### src/trqs_pkg.sv
package trqs_pkg;

	// Fixed field widths of the request and result.
	localparam int PID_W = 8;
	localparam int OP_W = 2;

	// Defaults for the top-level parameters.
	localparam int ID_WIDTH_DEFAULT = 8;
	localparam int QUEUE_DEPTH_DEFAULT = 16;

	// Operation codes.
	localparam logic [OP_W-1:0] OP_ADD = 2'd0;
	localparam logic [OP_W-1:0] OP_END_SLICE = 2'd1;
	localparam logic [OP_W-1:0] OP_TERMINATE = 2'd2;

	typedef struct packed {
		logic [OP_W-1:0]  operation;
		logic [PID_W-1:0] process_id;
		logic             is_real_time;
	} request_t;

	typedef struct packed {
		logic [PID_W-1:0] running_id;
		logic             running_valid;
		logic             running_real_time;
		logic             dropped;
	} result_t;

	// Occupancy flags that a queue reports to the scheduler control.
	typedef struct packed {
		logic empty;
		logic full;
	} queue_status_t;

endpackage

### src/two_level_ready_queue_scheduler_unit.sv
// Channel   Ports                  Handshake
// request   start, busy, request   taken at a clock edge with start high and busy low
// result    done, result           done high for one cycle; result valid in that cycle
//
// A request that needs no queue read finishes in the execute state; one that pops a
// queue head goes on through the pop state, which takes the registered read of the queue memory.
// busy stays high from the accepting edge until the result is registered, and the
// result strobe overlaps the first cycle in which the next request can be taken.
// Reset empties both queues and clears the running and preempted slots; the
// queue memories themselves are not cleared and need no clearing pass.
// The receiver cannot stall: each result is shown for exactly one cycle.
module two_level_ready_queue_scheduler_unit #(
	parameter int ID_WIDTH = trqs_pkg::ID_WIDTH_DEFAULT,
	parameter int QUEUE_DEPTH = trqs_pkg::QUEUE_DEPTH_DEFAULT
) (
	input  logic               clk,
	input  logic               arst_n,
	input  logic               start,
	output logic               busy,
	input  trqs_pkg::request_t request,
	output logic               done,
	output trqs_pkg::result_t  result
);

	localparam int PidW = trqs_pkg::PID_W;

	typedef enum logic [2:0] {
		ST_IDLE = 3'b001,
		ST_EXEC = 3'b010,
		ST_POP  = 3'b100
	} state_t;

	state_t state_q;
	state_t state_d;

	trqs_pkg::request_t req_q;
	trqs_pkg::result_t  result_q;
	trqs_pkg::result_t  result_d;
	logic               done_q;
	logic               finish;
	logic               drop;

	logic [ID_WIDTH-1:0] pid;
	logic [ID_WIDTH-1:0] run_id_q;
	logic [ID_WIDTH-1:0] run_id_d;
	logic                run_valid_q;
	logic                run_valid_d;
	logic                run_rt_q;
	logic                run_rt_d;
	logic [ID_WIDTH-1:0] pre_id_q;
	logic [ID_WIDTH-1:0] pre_id_d;
	logic                pre_valid_q;
	logic                pre_valid_d;
	logic                pop_rt_q;
	logic                pop_rt_d;
	logic                rotate_q;
	logic                rotate_d;

	logic                    rt_push;
	logic                    rt_pop;
	logic                    reg_push;
	logic                    reg_pop;
	logic [ID_WIDTH-1:0]     push_data;
	logic [ID_WIDTH-1:0]     rt_rd;
	logic [ID_WIDTH-1:0]     reg_rd;
	trqs_pkg::queue_status_t rt_st;
	trqs_pkg::queue_status_t reg_st;

	assign busy = (state_q != ST_IDLE);
	assign pid = ID_WIDTH'(req_q.process_id);

	// Real-time and regular ready queues.
	trqs_queue #(
		.WIDTH(ID_WIDTH),
		.DEPTH(QUEUE_DEPTH)
	) u_rt_queue (
		.clk      (clk),
		.arst_n   (arst_n),
		.push     (rt_push),
		.push_data(push_data),
		.pop      (rt_pop),
		.pop_data (rt_rd),
		.status   (rt_st)
	);

	trqs_queue #(
		.WIDTH(ID_WIDTH),
		.DEPTH(QUEUE_DEPTH)
	) u_reg_queue (
		.clk      (clk),
		.arst_n   (arst_n),
		.push     (reg_push),
		.push_data(push_data),
		.pop      (reg_pop),
		.pop_data (reg_rd),
		.status   (reg_st)
	);

	// Scheduling decisions. A pop reads the queue head in the execute cycle and
	// the popped id is used in the following cycle, where a rotation also pushes
	// the old running id. The queues are touched by one request at a time.
	always_comb begin
		state_d = state_q;
		run_id_d = run_id_q;
		run_valid_d = run_valid_q;
		run_rt_d = run_rt_q;
		pre_id_d = pre_id_q;
		pre_valid_d = pre_valid_q;
		pop_rt_d = pop_rt_q;
		rotate_d = rotate_q;
		rt_push = 1'b0;
		reg_push = 1'b0;
		rt_pop = 1'b0;
		reg_pop = 1'b0;
		push_data = pid;
		finish = 1'b0;
		drop = 1'b0;
		case (state_q)
			ST_IDLE: begin
				if (start) begin
					state_d = ST_EXEC;
				end
			end
			ST_EXEC: begin
				state_d = ST_IDLE;
				finish = 1'b1;
				case (req_q.operation)
					trqs_pkg::OP_ADD: begin
						if (!req_q.is_real_time) begin
							if (!run_valid_q) begin
								run_id_d = pid;
								run_valid_d = 1'b1;
								run_rt_d = 1'b0;
							end else if (reg_st.full) begin
								drop = 1'b1;
							end else begin
								reg_push = 1'b1;
							end
						end else if (rt_st.empty && !run_rt_q) begin
							// A regular process on the CPU is preempted.
							if (run_valid_q) begin
								pre_id_d = run_id_q;
								pre_valid_d = 1'b1;
							end
							run_id_d = pid;
							run_valid_d = 1'b1;
							run_rt_d = 1'b1;
						end else if (rt_st.full) begin
							drop = 1'b1;
						end else begin
							rt_push = 1'b1;
						end
					end
					trqs_pkg::OP_END_SLICE: begin
						// Round-robin within the running class; nothing to do if idle.
						if (run_valid_q && run_rt_q && !rt_st.empty) begin
							rt_pop = 1'b1;
							pop_rt_d = 1'b1;
							rotate_d = 1'b1;
							state_d = ST_POP;
							finish = 1'b0;
						end else if (run_valid_q && !run_rt_q && !reg_st.empty) begin
							reg_pop = 1'b1;
							pop_rt_d = 1'b0;
							rotate_d = 1'b1;
							state_d = ST_POP;
							finish = 1'b0;
						end
					end
					trqs_pkg::OP_TERMINATE: begin
						if (run_rt_q && !rt_st.empty) begin
							rt_pop = 1'b1;
							pop_rt_d = 1'b1;
							rotate_d = 1'b0;
							state_d = ST_POP;
							finish = 1'b0;
						end else if (run_rt_q && pre_valid_q) begin
							// The preempted regular process comes back first.
							run_id_d = pre_id_q;
							run_valid_d = 1'b1;
							run_rt_d = 1'b0;
							pre_valid_d = 1'b0;
						end else begin
							run_rt_d = 1'b0;
							if (!reg_st.empty) begin
								reg_pop = 1'b1;
								pop_rt_d = 1'b0;
								rotate_d = 1'b0;
								state_d = ST_POP;
								finish = 1'b0;
							end else begin
								run_valid_d = 1'b0;
							end
						end
					end
					default: begin
					end
				endcase
			end
			ST_POP: begin
				state_d = ST_IDLE;
				finish = 1'b1;
				run_id_d = pop_rt_q ? rt_rd : reg_rd;
				run_valid_d = 1'b1;
				push_data = run_id_q;
				if (rotate_q) begin
					rt_push = pop_rt_q;
					reg_push = !pop_rt_q;
				end
			end
			default: begin
				state_d = ST_IDLE;
			end
		endcase
	end

	// Result as seen after this request.
	always_comb begin
		result_d.running_id = run_valid_d ? PidW'(run_id_d) : '0;
		result_d.running_valid = run_valid_d;
		result_d.running_real_time = run_valid_d && run_rt_d;
		result_d.dropped = drop;
	end

	// Control state.
	always_ff @(posedge clk or negedge arst_n) begin
		if (!arst_n) begin
			state_q <= ST_IDLE;
			run_valid_q <= 1'b0;
			run_rt_q <= 1'b0;
			pre_valid_q <= 1'b0;
			done_q <= 1'b0;
		end else begin
			state_q <= state_d;
			run_valid_q <= run_valid_d;
			run_rt_q <= run_rt_d;
			pre_valid_q <= pre_valid_d;
			done_q <= finish;
		end
	end

	// Payload registers.
	always_ff @(posedge clk) begin
		if (start && !busy) begin
			req_q <= request;
		end
		if (finish) begin
			result_q <= result_d;
		end
		run_id_q <= run_id_d;
		pre_id_q <= pre_id_d;
		pop_rt_q <= pop_rt_d;
		rotate_q <= rotate_d;
	end

	assign done = done_q;
	assign result = result_q;

	// An accepted request always enters the execute cycle.
	a_accept_exec: assert property (@(posedge clk) disable iff (!arst_n)
		(start && !busy) |=> (state_q == ST_EXEC))
		else $error("accepted request did not enter execute");

	// The result strobe coincides with the block being ready again.
	a_done_idle: assert property (@(posedge clk) disable iff (!arst_n)
		done |-> !busy)
		else $error("result strobe while busy");

	// A process can only sit in the preempted slot while a real-time one runs.
	a_pre_rt: assert property (@(posedge clk) disable iff (!arst_n)
		pre_valid_q |-> (run_valid_q && run_rt_q))
		else $error("preempted slot held without a running real-time process");

	// A real-time flag is never reported for an idle CPU.
	a_rt_valid: assert property (@(posedge clk) disable iff (!arst_n)
		(done && result.running_real_time) |-> result.running_valid)
		else $error("real-time flag on idle result");

endmodule

### src/trqs_ram.sv
module trqs_ram #(
	parameter int WIDTH = trqs_pkg::ID_WIDTH_DEFAULT,
	parameter int DEPTH = trqs_pkg::QUEUE_DEPTH_DEFAULT
) (
	input  logic                     clk,
	input  logic                     wr_en,
	input  logic [$clog2(DEPTH)-1:0] wr_addr,
	input  logic [WIDTH-1:0]         wr_data,
	input  logic                     rd_en,
	input  logic [$clog2(DEPTH)-1:0] rd_addr,
	output logic [WIDTH-1:0]         rd_data
);

	logic [WIDTH-1:0] mem_q [DEPTH];
	logic [WIDTH-1:0] rd_data_q;

	// Single write port.
	always_ff @(posedge clk) begin
		if (wr_en) begin
			mem_q[wr_addr] <= wr_data;
		end
	end

	// Registered read port.
	always_ff @(posedge clk) begin
		if (rd_en) begin
			rd_data_q <= mem_q[rd_addr];
		end
	end

	assign rd_data = rd_data_q;

endmodule

### src/trqs_queue.sv
module trqs_queue #(
	parameter int WIDTH = trqs_pkg::ID_WIDTH_DEFAULT,
	parameter int DEPTH = trqs_pkg::QUEUE_DEPTH_DEFAULT
) (
	input  logic                   clk,
	input  logic                   arst_n,
	input  logic                   push,
	input  logic [WIDTH-1:0]       push_data,
	input  logic                   pop,
	output logic [WIDTH-1:0]       pop_data,
	output trqs_pkg::queue_status_t status
);

	localparam int PtrW = $clog2(DEPTH);
	localparam int CntW = $clog2(DEPTH + 1);

	logic [PtrW-1:0] head_q;
	logic [PtrW-1:0] tail_q;
	logic [CntW-1:0] count_q;
	logic            push_ok;
	logic            pop_ok;

	assign status.empty = (count_q == '0);
	assign status.full = (count_q == CntW'(DEPTH));

	// A push into a full queue or a pop from an empty one is ignored.
	assign push_ok = push && !status.full;
	assign pop_ok = pop && !status.empty;

	// Head, tail and fill count; pointers wrap at the last entry.
	always_ff @(posedge clk or negedge arst_n) begin
		if (!arst_n) begin
			head_q <= '0;
			tail_q <= '0;
			count_q <= '0;
		end else begin
			if (push_ok) begin
				tail_q <= (tail_q == PtrW'(DEPTH - 1)) ? '0 : tail_q + PtrW'(1);
			end
			if (pop_ok) begin
				head_q <= (head_q == PtrW'(DEPTH - 1)) ? '0 : head_q + PtrW'(1);
			end
			if (push_ok && !pop_ok) begin
				count_q <= count_q + CntW'(1);
			end else if (pop_ok && !push_ok) begin
				count_q <= count_q - CntW'(1);
			end
		end
	end

	// Entry storage; the popped entry appears on pop_data in the cycle after the pop.
	trqs_ram #(
		.WIDTH(WIDTH),
		.DEPTH(DEPTH)
	) u_ram (
		.clk    (clk),
		.wr_en  (push_ok),
		.wr_addr(tail_q),
		.wr_data(push_data),
		.rd_en  (pop_ok),
		.rd_addr(head_q),
		.rd_data(pop_data)
	);

endmodule
### config.mk
export PLATFORM = sky130hd
export DESIGN_NAME = two_level_ready_queue_scheduler_unit
export DESIGN_NICKNAME = d
export VERILOG_FILES = /design/src/trqs_pkg.sv /design/src/two_level_ready_queue_scheduler_unit.sv /design/src/trqs_ram.sv /design/src/trqs_queue.sv
export SDC_FILE = /design/constraint.sdc
export NUM_CORES = 1
export LEC_CHECK = 0
export ABC_CLOCK_PERIOD_IN_PS = 4200
export BUFFER_PORTS_ARGS = -buffer_cell sky130_fd_sc_hd__buf_2
export CAP_MARGIN = 20
export CORE_UTILIZATION = 60
export CTS_CLUSTER_SIZE = 12
export DETAILED_ROUTE_END_ITERATION = 8
export GPL_TIMING_DRIVEN = 0
export PLACE_DENSITY_LB_ADDON = 0.05
export SLEW_MARGIN = 20
export SYNTH_ARGS = -nofsm -noshare
export SYNTH_HDL_FRONTEND = slang
export SYNTH_SLANG_ARGS = --single-unit
### constraint.sdc
create_clock -name clk -period 4.2 [get_ports clk]
set_input_delay 0.21 -clock clk [delete_from_list [all_inputs] [get_ports clk]]
set_output_delay 0.21 -clock clk [all_outputs]
set_load 0.1 [all_outputs]
==> results of run 1 <==
==> sequential cells by signal (all words and copies together), names as in the netlist, 5 cells and up <==
register                   count
run_id_q                       8
u_rt_queue.count_q             5
u_rt_queue.u_ram.mem_q       128
pre_id_q                       8
pid                            8
result                        11
u_reg_queue.u_ram.rd_data      8
u_reg_queue.u_ram.mem_q      128
u_reg_queue.count_q            5
u_rt_queue.u_ram.rd_data       8
==> critical path, stage by stage, from the launching register on <==
cell and delay [ns]:
sky130_fd_sc_hd__edfxtp_1 0.39, sky130_fd_sc_hd__inv_1 0.10, sky130_fd_sc_hd__ha_1 0.28, sky130_fd_sc_hd__nand4bb_1 0.30, sky130_fd_sc_hd__a311o_1 0.42, sky130_fd_sc_hd__a22oi_2 0.34, sky130_fd_sc_hd__buf_2 0.33, sky130_fd_sc_hd__ha_1 0.28
sky130_fd_sc_hd__inv_1 0.13, sky130_fd_sc_hd__ha_1 0.31, sky130_fd_sc_hd__nor2b_1 0.14, sky130_fd_sc_hd__o21a_1 0.18, sky130_fd_sc_hd__or3_1 0.31, sky130_fd_sc_hd__a21oi_1 0.21, sky130_fd_sc_hd__xnor2_1 0.14
==> worst min-delay path by stage <==
stage          startpoint                               end  slack (ns)  cells past startpoint
6_report           arst_n  u_rt_queue.head_q[1]$_DFFE_PN0P_        0.36                      2
5_1_grt        request[0]                req_q[0]$_DFFE_PP_        0.41                      2
4_1_cts            arst_n  u_rt_queue.head_q[1]$_DFFE_PN0P_        0.37                      2
3_5_place_dp       arst_n            state_q[1]$_DFFE_PN0P_        0.37                      1
3_3_place_gp       arst_n            state_q[1]$_DFFE_PN0P_        0.36                      1
2_1_floorplan      arst_n                    done$_DFF_PN0_       -0.09                      0
==> placed cells by master (no fill, tap or decap), types with 4 or more instances in the layout <==
master / n
sky130_fd_sc_hd__inv_1: 27
sky130_fd_sc_hd__buf_2: 39
sky130_fd_sc_hd__nor3b_2: 4
sky130_fd_sc_hd__nor4b_2: 4
sky130_fd_sc_hd__o221ai_1: 8
sky130_fd_sc_hd__clkbuf_16: 39
sky130_fd_sc_hd__dfrtp_1: 32
sky130_fd_sc_hd__nor2b_1: 20
sky130_fd_sc_hd__o21ai_4: 8
sky130_fd_sc_hd__mux2i_1: 24
sky130_fd_sc_hd__and3_1: 27
sky130_fd_sc_hd__a31oi_1: 4
sky130_fd_sc_hd__dlygate4sd3_1: 13
sky130_fd_sc_hd__a221o_1: 7
sky130_fd_sc_hd__xnor2_1: 10
sky130_fd_sc_hd__nand2_1: 37
sky130_fd_sc_hd__and2_1: 9
sky130_fd_sc_hd__o21ai_0: 17
sky130_fd_sc_hd__buf_8: 6
sky130_fd_sc_hd__dfxtp_1: 8
sky130_fd_sc_hd__mux4_2: 64
sky130_fd_sc_hd__a311oi_1: 9
sky130_fd_sc_hd__nand3_1: 7
sky130_fd_sc_hd__a21o_1: 12
sky130_fd_sc_hd__ha_1: 22
sky130_fd_sc_hd__nor2_1: 21
sky130_fd_sc_hd__buf_4: 4
sky130_fd_sc_hd__a21oi_1: 20
sky130_fd_sc_hd__edfxtp_1: 304
sky130_fd_sc_hd__a211oi_1: 9
sky130_fd_sc_hd__clkbuf_1: 50
==> cells by family after synthesis <==
| logic type | after synthesis | synth area share |
|---|---|---|
| adder cells (fa/ha/maj) | 24 | 0.02202 |
| flip-flops | 345 | 0.7065 |
| buffers and inverters | 73 | 0.02027 |
| multiplexers | 91 | 0.1198 |
| AND/OR/NAND/NOR | 155 | 0.06213 |
| AO/OA/AOI/OAI | 118 | 0.06074 |
| XOR/XNOR | 13 | 0.008477 |
==> layer usage <==
metal  routed length (µm)  track usage  vias to the layer above  part of all wire
li1                     -            -                     3443                 -
met1                12930       0.3777                     3980              0.42
met2                14700       0.4173                      294              0.48
met3                 2105      0.04486                       58             0.069
met4                  783      0.08870                        0             0.026
met5                    0            0                        -                 0
==> area by class of cell <==
class | count | area, µm² | area share
plain buffers | 44 | 181.4 | 0.01105
clock buffers | 61 | 1069 | 0.06507
clock inverters | 6 | 61.31 | 0.003733
inverters | 29 | 108.9 | 0.006629
multi-input cells | 401 | 4051 | 0.2467
flip-flops and latches | 345 | 10120 | 0.6160
well taps | 319 | 399.1 | 0.02430
repair buffers | 51 | 435.4 | 0.02651
==> power groups by stage <==
stage	registers, W	logic, W	clock network, W
2_1_floorplan	0.00405	0.000850	0
6_report	0.00398	0.00124	0.00304
3_3_place_gp	0.00405	0.00113	0
5_1_grt	0.00399	0.00135	0.00321
3_5_place_dp	0.00405	0.00123	0
4_1_cts	0.00398	0.00124	0.00309
==> per-stage QoR <==
stage                     hold WS [ns]  utilization  instances  power, W
final                           0.3646       0.7017       1256  0.008266
after global routing            0.4148       0.7017       1256  0.008550
after global placement          0.3558       0.6344       1164  0.005178
after floorplan               -0.08559            -        819  0.004904
after CTS                       0.3651       0.7017       1256  0.008310
after detailed placement        0.3749       0.6479       1176  0.005278
==> out/qor_table.md, run 1 <==
| Quantity | Value | Unit |
| --- | --- | --- |
| Clock insertion delay at the later pin of the skew report | 0.52 | ns |
| Ranking of synthesized cells by area | sky130_fd_sc_hd__edfxtp_1 64%, sky130_fd_sc_hd__mux4_2 10%, sky130_fd_sc_hd__dfrtp_1 5.6% | - |
| Chip Width | 156.5 | µm |
| Post-placement worst setup slack | 0.3255 | ns |
| Max Clock Skew | 0.01761 | ns |
| Antenna-violating nets left | 0 | - |
| Cts bufs inserted | 37 | - |
| Reg-to-Reg Start | req_q[10]$_DFFE_PP_ | - |
| Largest net degree at the start of global routing | 34 | - |
| Peak ir drop on the vdd network | 0.3963 | mV |
| Detail-routed via count per cell | 6.190 | - |
| Post-route minimum period | 3.922 | ns |
| Psw | 0.002088 | W |
| Vert. Die Dim | 156.5 | µm |
| Root buffer cell | sky130_fd_sc_hd__clkbuf_16 | - |
| Part of the power in the clock network | 0.368 | - |
| Final Cycle Share | 0.9338 | - |
| Final-layout fill cell count | 1487 | - |
| Flop pwr share | 0.482 | - |
| Yosys top cell by area | sky130_fd_sc_hd__edfxtp_1 | - |
| Clock tree from TritonCTS | done | - |
| Inserted Diodes | 0 | - |
| Synth Register Bits | 345 | - |
| Worst setup path startpoint | req_q[10]$_DFFE_PP_ | - |
| Share of synthesized registers carrying an async set or reset | 0.09565 | - |
| Area growth from synthesis to layout | 14.70 | % |
| Number of endpoints with negative hold slack in the final report | 0 | - |
| Setup repair after global routing missed its margin | false | - |
| Post-detailed-route DRC marker count | 0 | - |
| Detailed-route via count | 7775 | - |
| Leading cell type by number of instances after synthesis | sky130_fd_sc_hd__edfxtp_1 | - |
| Category of the worst setup path capture point | flop | - |
| End of the worst register-to-register path | u_rt_queue.count_q[4]$_DFFE_PN0P_ | - |
| MaxCap Viol Count | 0 | - |
| Number of global-route vias before repair | 7850 | - |
| Post-route cell area | 16420 | µm² |
| Yosys top cell area share | 0.6376 | - |
| Part of the power in combinational logic | 0.150 | - |
| Grt ovf | 0 | - |
| Highest clock frequency the design can meet | 0.2550 | GHz |
| Net count of the mapped netlist | 857 | - |
| Maximum fanout along the worst path | 10 | - |
| Total detailed-routing wirelength | 30520 | µm |
| Run status | finished, final reports clean | - |
| Transition time of the tightest slew-check pin | 1.104 | ns |
| Number of distinct standard cells referenced by the synthesized netlist | 69 | - |
| CTS hold repair buffers | 13 | - |
| Internal Power | 0.006178 | W |
| Resize count post-CTS | 0 | - |
| Fraction of layout instances using a drive strength above 1 | 0.2102 | - |
| Top-Level Pins | 27 | - |
| Count of yosys warnings during synthesis | 0 | - |
| CP Class | flop to flop | - |
| First-pass iteration count of the detailed router | 5 | - |
| Routed wirelength normalized by instance count | 24.30 | µm |
| Leading cell types by count after synthesis | 304 x sky130_fd_sc_hd__edfxtp_1, 64 x sky130_fd_sc_hd__mux4_2, 37 x sky130_fd_sc_hd__nand2_1, 32 x sky130_fd_sc_hd__dfrtp_1, 29 x sky130_fd_sc_hd__clkbuf_1 | - |
| Sequential element share of the synthesized area | 0.7065 | - |
| Final setup violation count | 0 | - |
| Net switching fraction of the power | 0.2526 | - |
| Worst min-delay path class | input pin to asynchronous set/reset pin | - |
| Startpoint kind of the worst setup timing path | flop | - |
| All-Layer GR Usage | 0.2639 | - |
| Worst relative slew slack | 0.2610 | - |
| Netlist area before placement | 14320 | µm² |
| Standard cell core area | 23400 | µm² |
| Clock Sink Count | 345 | - |
| Pins Over Slew Limit | 0 | - |
| CP Capture Point | u_rt_queue.count_q[4]$_DFFE_PN0P_ | - |
| Standard-cell rows | 56 | - |
| Maximum clock path buffer count | 3 | - |
| Static power due to leakage | 5.607 | nW |
| Gp weighted congestion | 0.8459 | - |
| Post-CTS setup buffers | 0 | - |
| Data arrival at the endpoint of the critical path | 4.35 | ns |
| Mean cell area of the mapped netlist | 17.48 | µm² |
| P per Cell Area | 503.4 | nW/µm² |
| Number of antenna violations at the first check in global routing | 0 | - |
| Detailed-placement wirelength estimate | 20970 | µm |
| Iteration-0 DRC Markers | 655 | - |
| Cells on worst reg2reg path | 14 | - |
| Worst setup slack for register-to-register paths | 0.28 | ns |
| Setup TNS | 0 | ns |
| Dominant synthesized flop cell | sky130_fd_sc_hd__edfxtp_1 | - |
| Wire length of the first global-routing pass | 46550 | µm |
| Clock H-tree levels | 2 | - |
| Post-DP Area | 15160 | µm² |
| Clock input transition at the sequential cells of the worst setup and hold paths | 0.06 | ns |
| IO Port Bufs | 26 | - |
| Effective utilization at floorplan | 0.6118 | - |
| Post-synthesis instance total | 819 | - |
| Required time worst endpoint | 4.63 | ns |
| Full die area | 24480 | µm² |
| Nets | 947 | - |
| Number of enable-type register cells in the synthesized netlist | 304 | - |
| Worst setup slack after layout | 0.2781 | ns |
No activity file was read; power rests on OpenSTA's default activity.
==> inputs of run 2 (changes only) <==
--- a/config.mk
+++ b/config.mk
@@ -13,6 +13,7 @@
 export DETAILED_ROUTE_END_ITERATION = 8
 export GPL_TIMING_DRIVEN = 0
 export PLACE_DENSITY_LB_ADDON = 0.05
+export RECOVER_POWER = 100
 export SLEW_MARGIN = 20
 export SYNTH_ARGS = -nofsm -noshare
 export SYNTH_HDL_FRONTEND = slang
==> constraint.sdc (replaced) <==
create_clock -name clk -period 4.2 [get_ports clk]
set_input_delay 0.63 -clock clk [delete_from_list [all_inputs] [get_ports clk]]
set_output_delay 0.63 -clock clk [all_outputs]
set_load 0.1 [all_outputs]
==> out/qor_table.md, run 2 (synthesis gave the netlist of run 1 again) <==
| Quantity | Value | Unit | Change |
| --- | --- | --- | --- |
| MaxCap Viol Count | 2 | - | +2 |
| Clock Sink Count | 345 | - | unchanged |
| Highest clock frequency the design can meet | 0.2519 | GHz | -1.2% |
| Detailed-placement wirelength estimate | 20970 | µm | unchanged |
| Category of the worst setup path capture point | flop | - |  |
| Post-placement worst setup slack | 0.3255 | ns | unchanged |
| Startpoint kind of the worst setup timing path | flop | - |  |
| Iteration-0 DRC Markers | 681 | - | +4.0% |
| Top-Level Pins | 27 | - | unchanged |
| Number of global-route vias before repair | 7795 | - | -0.70% |
| Standard cell core area | 23400 | µm² | unchanged |
| Area growth from synthesis to layout | 11.87 | % |  |
| Post-layout total power | 0.008177 | W | -1.1% |
| Largest net degree at the start of global routing | 34 | - | unchanged |
| Clock input transition at the sequential cells of the worst setup and hold paths | 0.05 | ns | about the same |
| Required time worst endpoint | 4.41 | ns | -0.22 ns |
| Commonest cells after routing, fill and taps aside | 304 x sky130_fd_sc_hd__edfxtp_1, 74 x sky130_fd_sc_hd__clkbuf_1, 64 x sky130_fd_sc_hd__mux4_2, 39 x sky130_fd_sc_hd__clkbuf_16, 37 x sky130_fd_sc_hd__nand2_1 | - |  |
| Cts bufs inserted | 37 | - | unchanged |
| Routed wirelength normalized by instance count | 24.51 | µm | +0.89% |
| Final-layout fill cell count | 1557 | - | +4.7% |
| Final non-filler cell total | 1243 | - | -1.0% |
| Run status | complete, but fails checks | - |  |
| Full die area | 24480 | µm² | unchanged |
| Post-CTS setup buffers | 0 | - | unchanged |
| Pins Over Slew Limit | 52 | - | +52 |
| Clock insertion delay at the later pin of the skew report | 0.53 | ns | about the same |
| Resize count post-CTS | 0 | - | unchanged |
| Number of antenna violations at the first check in global routing | 0 | - | unchanged |
| Standard-cell rows | 56 | - | unchanged |
| Final setup violation count | 0 | - | unchanged |
| Post-route minimum period | 3.970 | ns | +0.04796 ns |
| Worst min-delay path class | input pin to flop | - |  |
| Cell total after placement | 1176 | - | unchanged |
| IO Port Bufs | 26 | - | unchanged |
| Worst relative slew slack | -0.4169 | - | -0.6779 |
| Maximum clock path buffer count | 3 | - | unchanged |
| Clock tree from TritonCTS | done | - |  |
| Clock H-tree levels | 2 | - | unchanged |
| Fraction of layout instances using a drive strength above 1 | 0.1548 | - | -0.05548 |
| Max Clock Skew | 0.02010 | ns | +0.002484 ns |
| CP Class | flop to flop | - |  |
| Total detailed-routing wirelength | 30470 | µm | -0.15% |
| Inserted Diodes | 0 | - | unchanged |
| Detail-routed via count per cell | 6.261 | - | +1.1% |
| Root buffer cell | sky130_fd_sc_hd__clkbuf_16 | - |  |
| Peak ir drop on the vdd network | 0.3965 | mV | about the same |
| Post-detailed-route DRC marker count | 0 | - | unchanged |
| Static power due to leakage | 5.450 | nW | -2.8% |
| Number of endpoints with negative hold slack in the final report | 0 | - | unchanged |
| Wire length of the first global-routing pass | 46390 | µm | -0.34% |
| Antenna-violating nets left | 0 | - | unchanged |
| Nets | 934 | - | -1.4% |
| Effective utilization at floorplan | 0.6118 | - | unchanged |
| Gp weighted congestion | 0.8459 | - | unchanged |
| Transition time of the tightest slew-check pin | 2.125 | ns | +1.021 ns |
| Detailed-route via count | 7783 | - | +0.10% |
| Failing checks | capacitance limit, slew limit | - |  |
| Grt ovf | 0 | - | unchanged |
| Worst setup slack after layout | 0.2301 | ns | -0.04796 ns |
| CTS hold repair buffers | 0 | - | -13 |
| Maximum fanout along the worst path | 17 | - | +7 |
| Setup repair after global routing missed its margin | false | - |  |
| Data arrival at the endpoint of the critical path | 4.18 | ns | -0.17 ns |
| Setup TNS | 0 | ns | unchanged |
| Final hold slack | 0.2957 | ns | -0.06891 ns |
| First-pass iteration count of the detailed router | 5 | - | unchanged |
| Chip Width | 156.5 | µm | unchanged |
| Final Cycle Share | 0.9452 | - | +0.01142 |
| Vert. Die Dim | 156.5 | µm | unchanged |
| P per Cell Area | 510.5 | nW/µm² | +1.4% |
| Most common library cell in the layout ignoring fill and taps | sky130_fd_sc_hd__edfxtp_1 | - |  |
| All-Layer GR Usage | 0.2629 | - | -0.001002 |
[run 2: final timing paths]
path	endpoint	startpoint	slack, ns	cells past startpoint
worst max-delay path	u_reg_queue.u_ram.mem_q[9][3]$_DFFE_PP_	state_q[0]$_DFFE_PN1P_	0.23	7
worst min-delay path	req_q[0]$_DFFE_PP_	request[0]	0.30	1
worst max register to register	u_reg_queue.u_ram.mem_q[9][3]$_DFFE_PP_	state_q[0]$_DFFE_PN1P_	0.23	7
worst min register to register	pre_id_q[6]$_DFFE_PP_	run_id_q[6]$_DFF_P_	0.46	0
max in group asynchronous	u_reg_queue.head_q[1]$_DFFE_PN0P_	arst_n	2.25	1
min in group asynchronous	u_reg_queue.tail_q[3]$_DFFE_PN0P_	arst_n	0.73	1
[run 2: final cells by class]
type	count	area, µm²	area share
buffer	44	176.4	0.01101
clock buffer	61	1069	0.06671
clock inverter	6	61.31	0.003828
inverter	29	108.9	0.006796
multi-input combinational	401	3860	0.2410
sequential	345	10120	0.6316
tap	319	399.1	0.02492
timing repair buffer	38	226.5	0.01414
[run 2: routing by layer]
metal | vias up | routed length (µm) | GRT usage
li1 | 3410 | - | -
met1 | 3978 | 12760 | 0.3765
met2 | 335 | 14580 | 0.4148
met3 | 60 | 2268 | 0.04542
met4 | 0 | 857 | 0.08870
met5 | - | 0 | 0
[run 2: per-stage QoR]
stage	utilization	instance area (µm²)
final	0.6844	16020
after global routing	0.6844	16020
after CTS	0.6962	16290
after detailed placement	0.6479	15160
after global placement	0.6344	14850
after floorplan	-	14320
[run 2: critical path: stages (launching register included)]
cell,delay [ns]
sky130_fd_sc_hd__dfstp_2,0.36
sky130_fd_sc_hd__clkbuf_1,0.18
sky130_fd_sc_hd__or3b_1,0.38
sky130_fd_sc_hd__clkbuf_1,0.26
sky130_fd_sc_hd__clkbuf_1,0.31
sky130_fd_sc_hd__clkbuf_1,0.30
sky130_fd_sc_hd__o21ai_1,1.17
sky130_fd_sc_hd__dlymetal6s2s_1,0.71
[run 2: power by group]
part / total [W] / internal, W / leakage [nW] / switching (W)
clock network: 0.00304 / 0.00180 / 0.545 / 0.00124
registers: 0.00399 / 0.00388 / 3.26 / 0.000102
logic: 0.00115 / 0.000460 / 1.65 / 0.000688
total: 0.00818 / 0.00614 / 5.45 / 0.00203
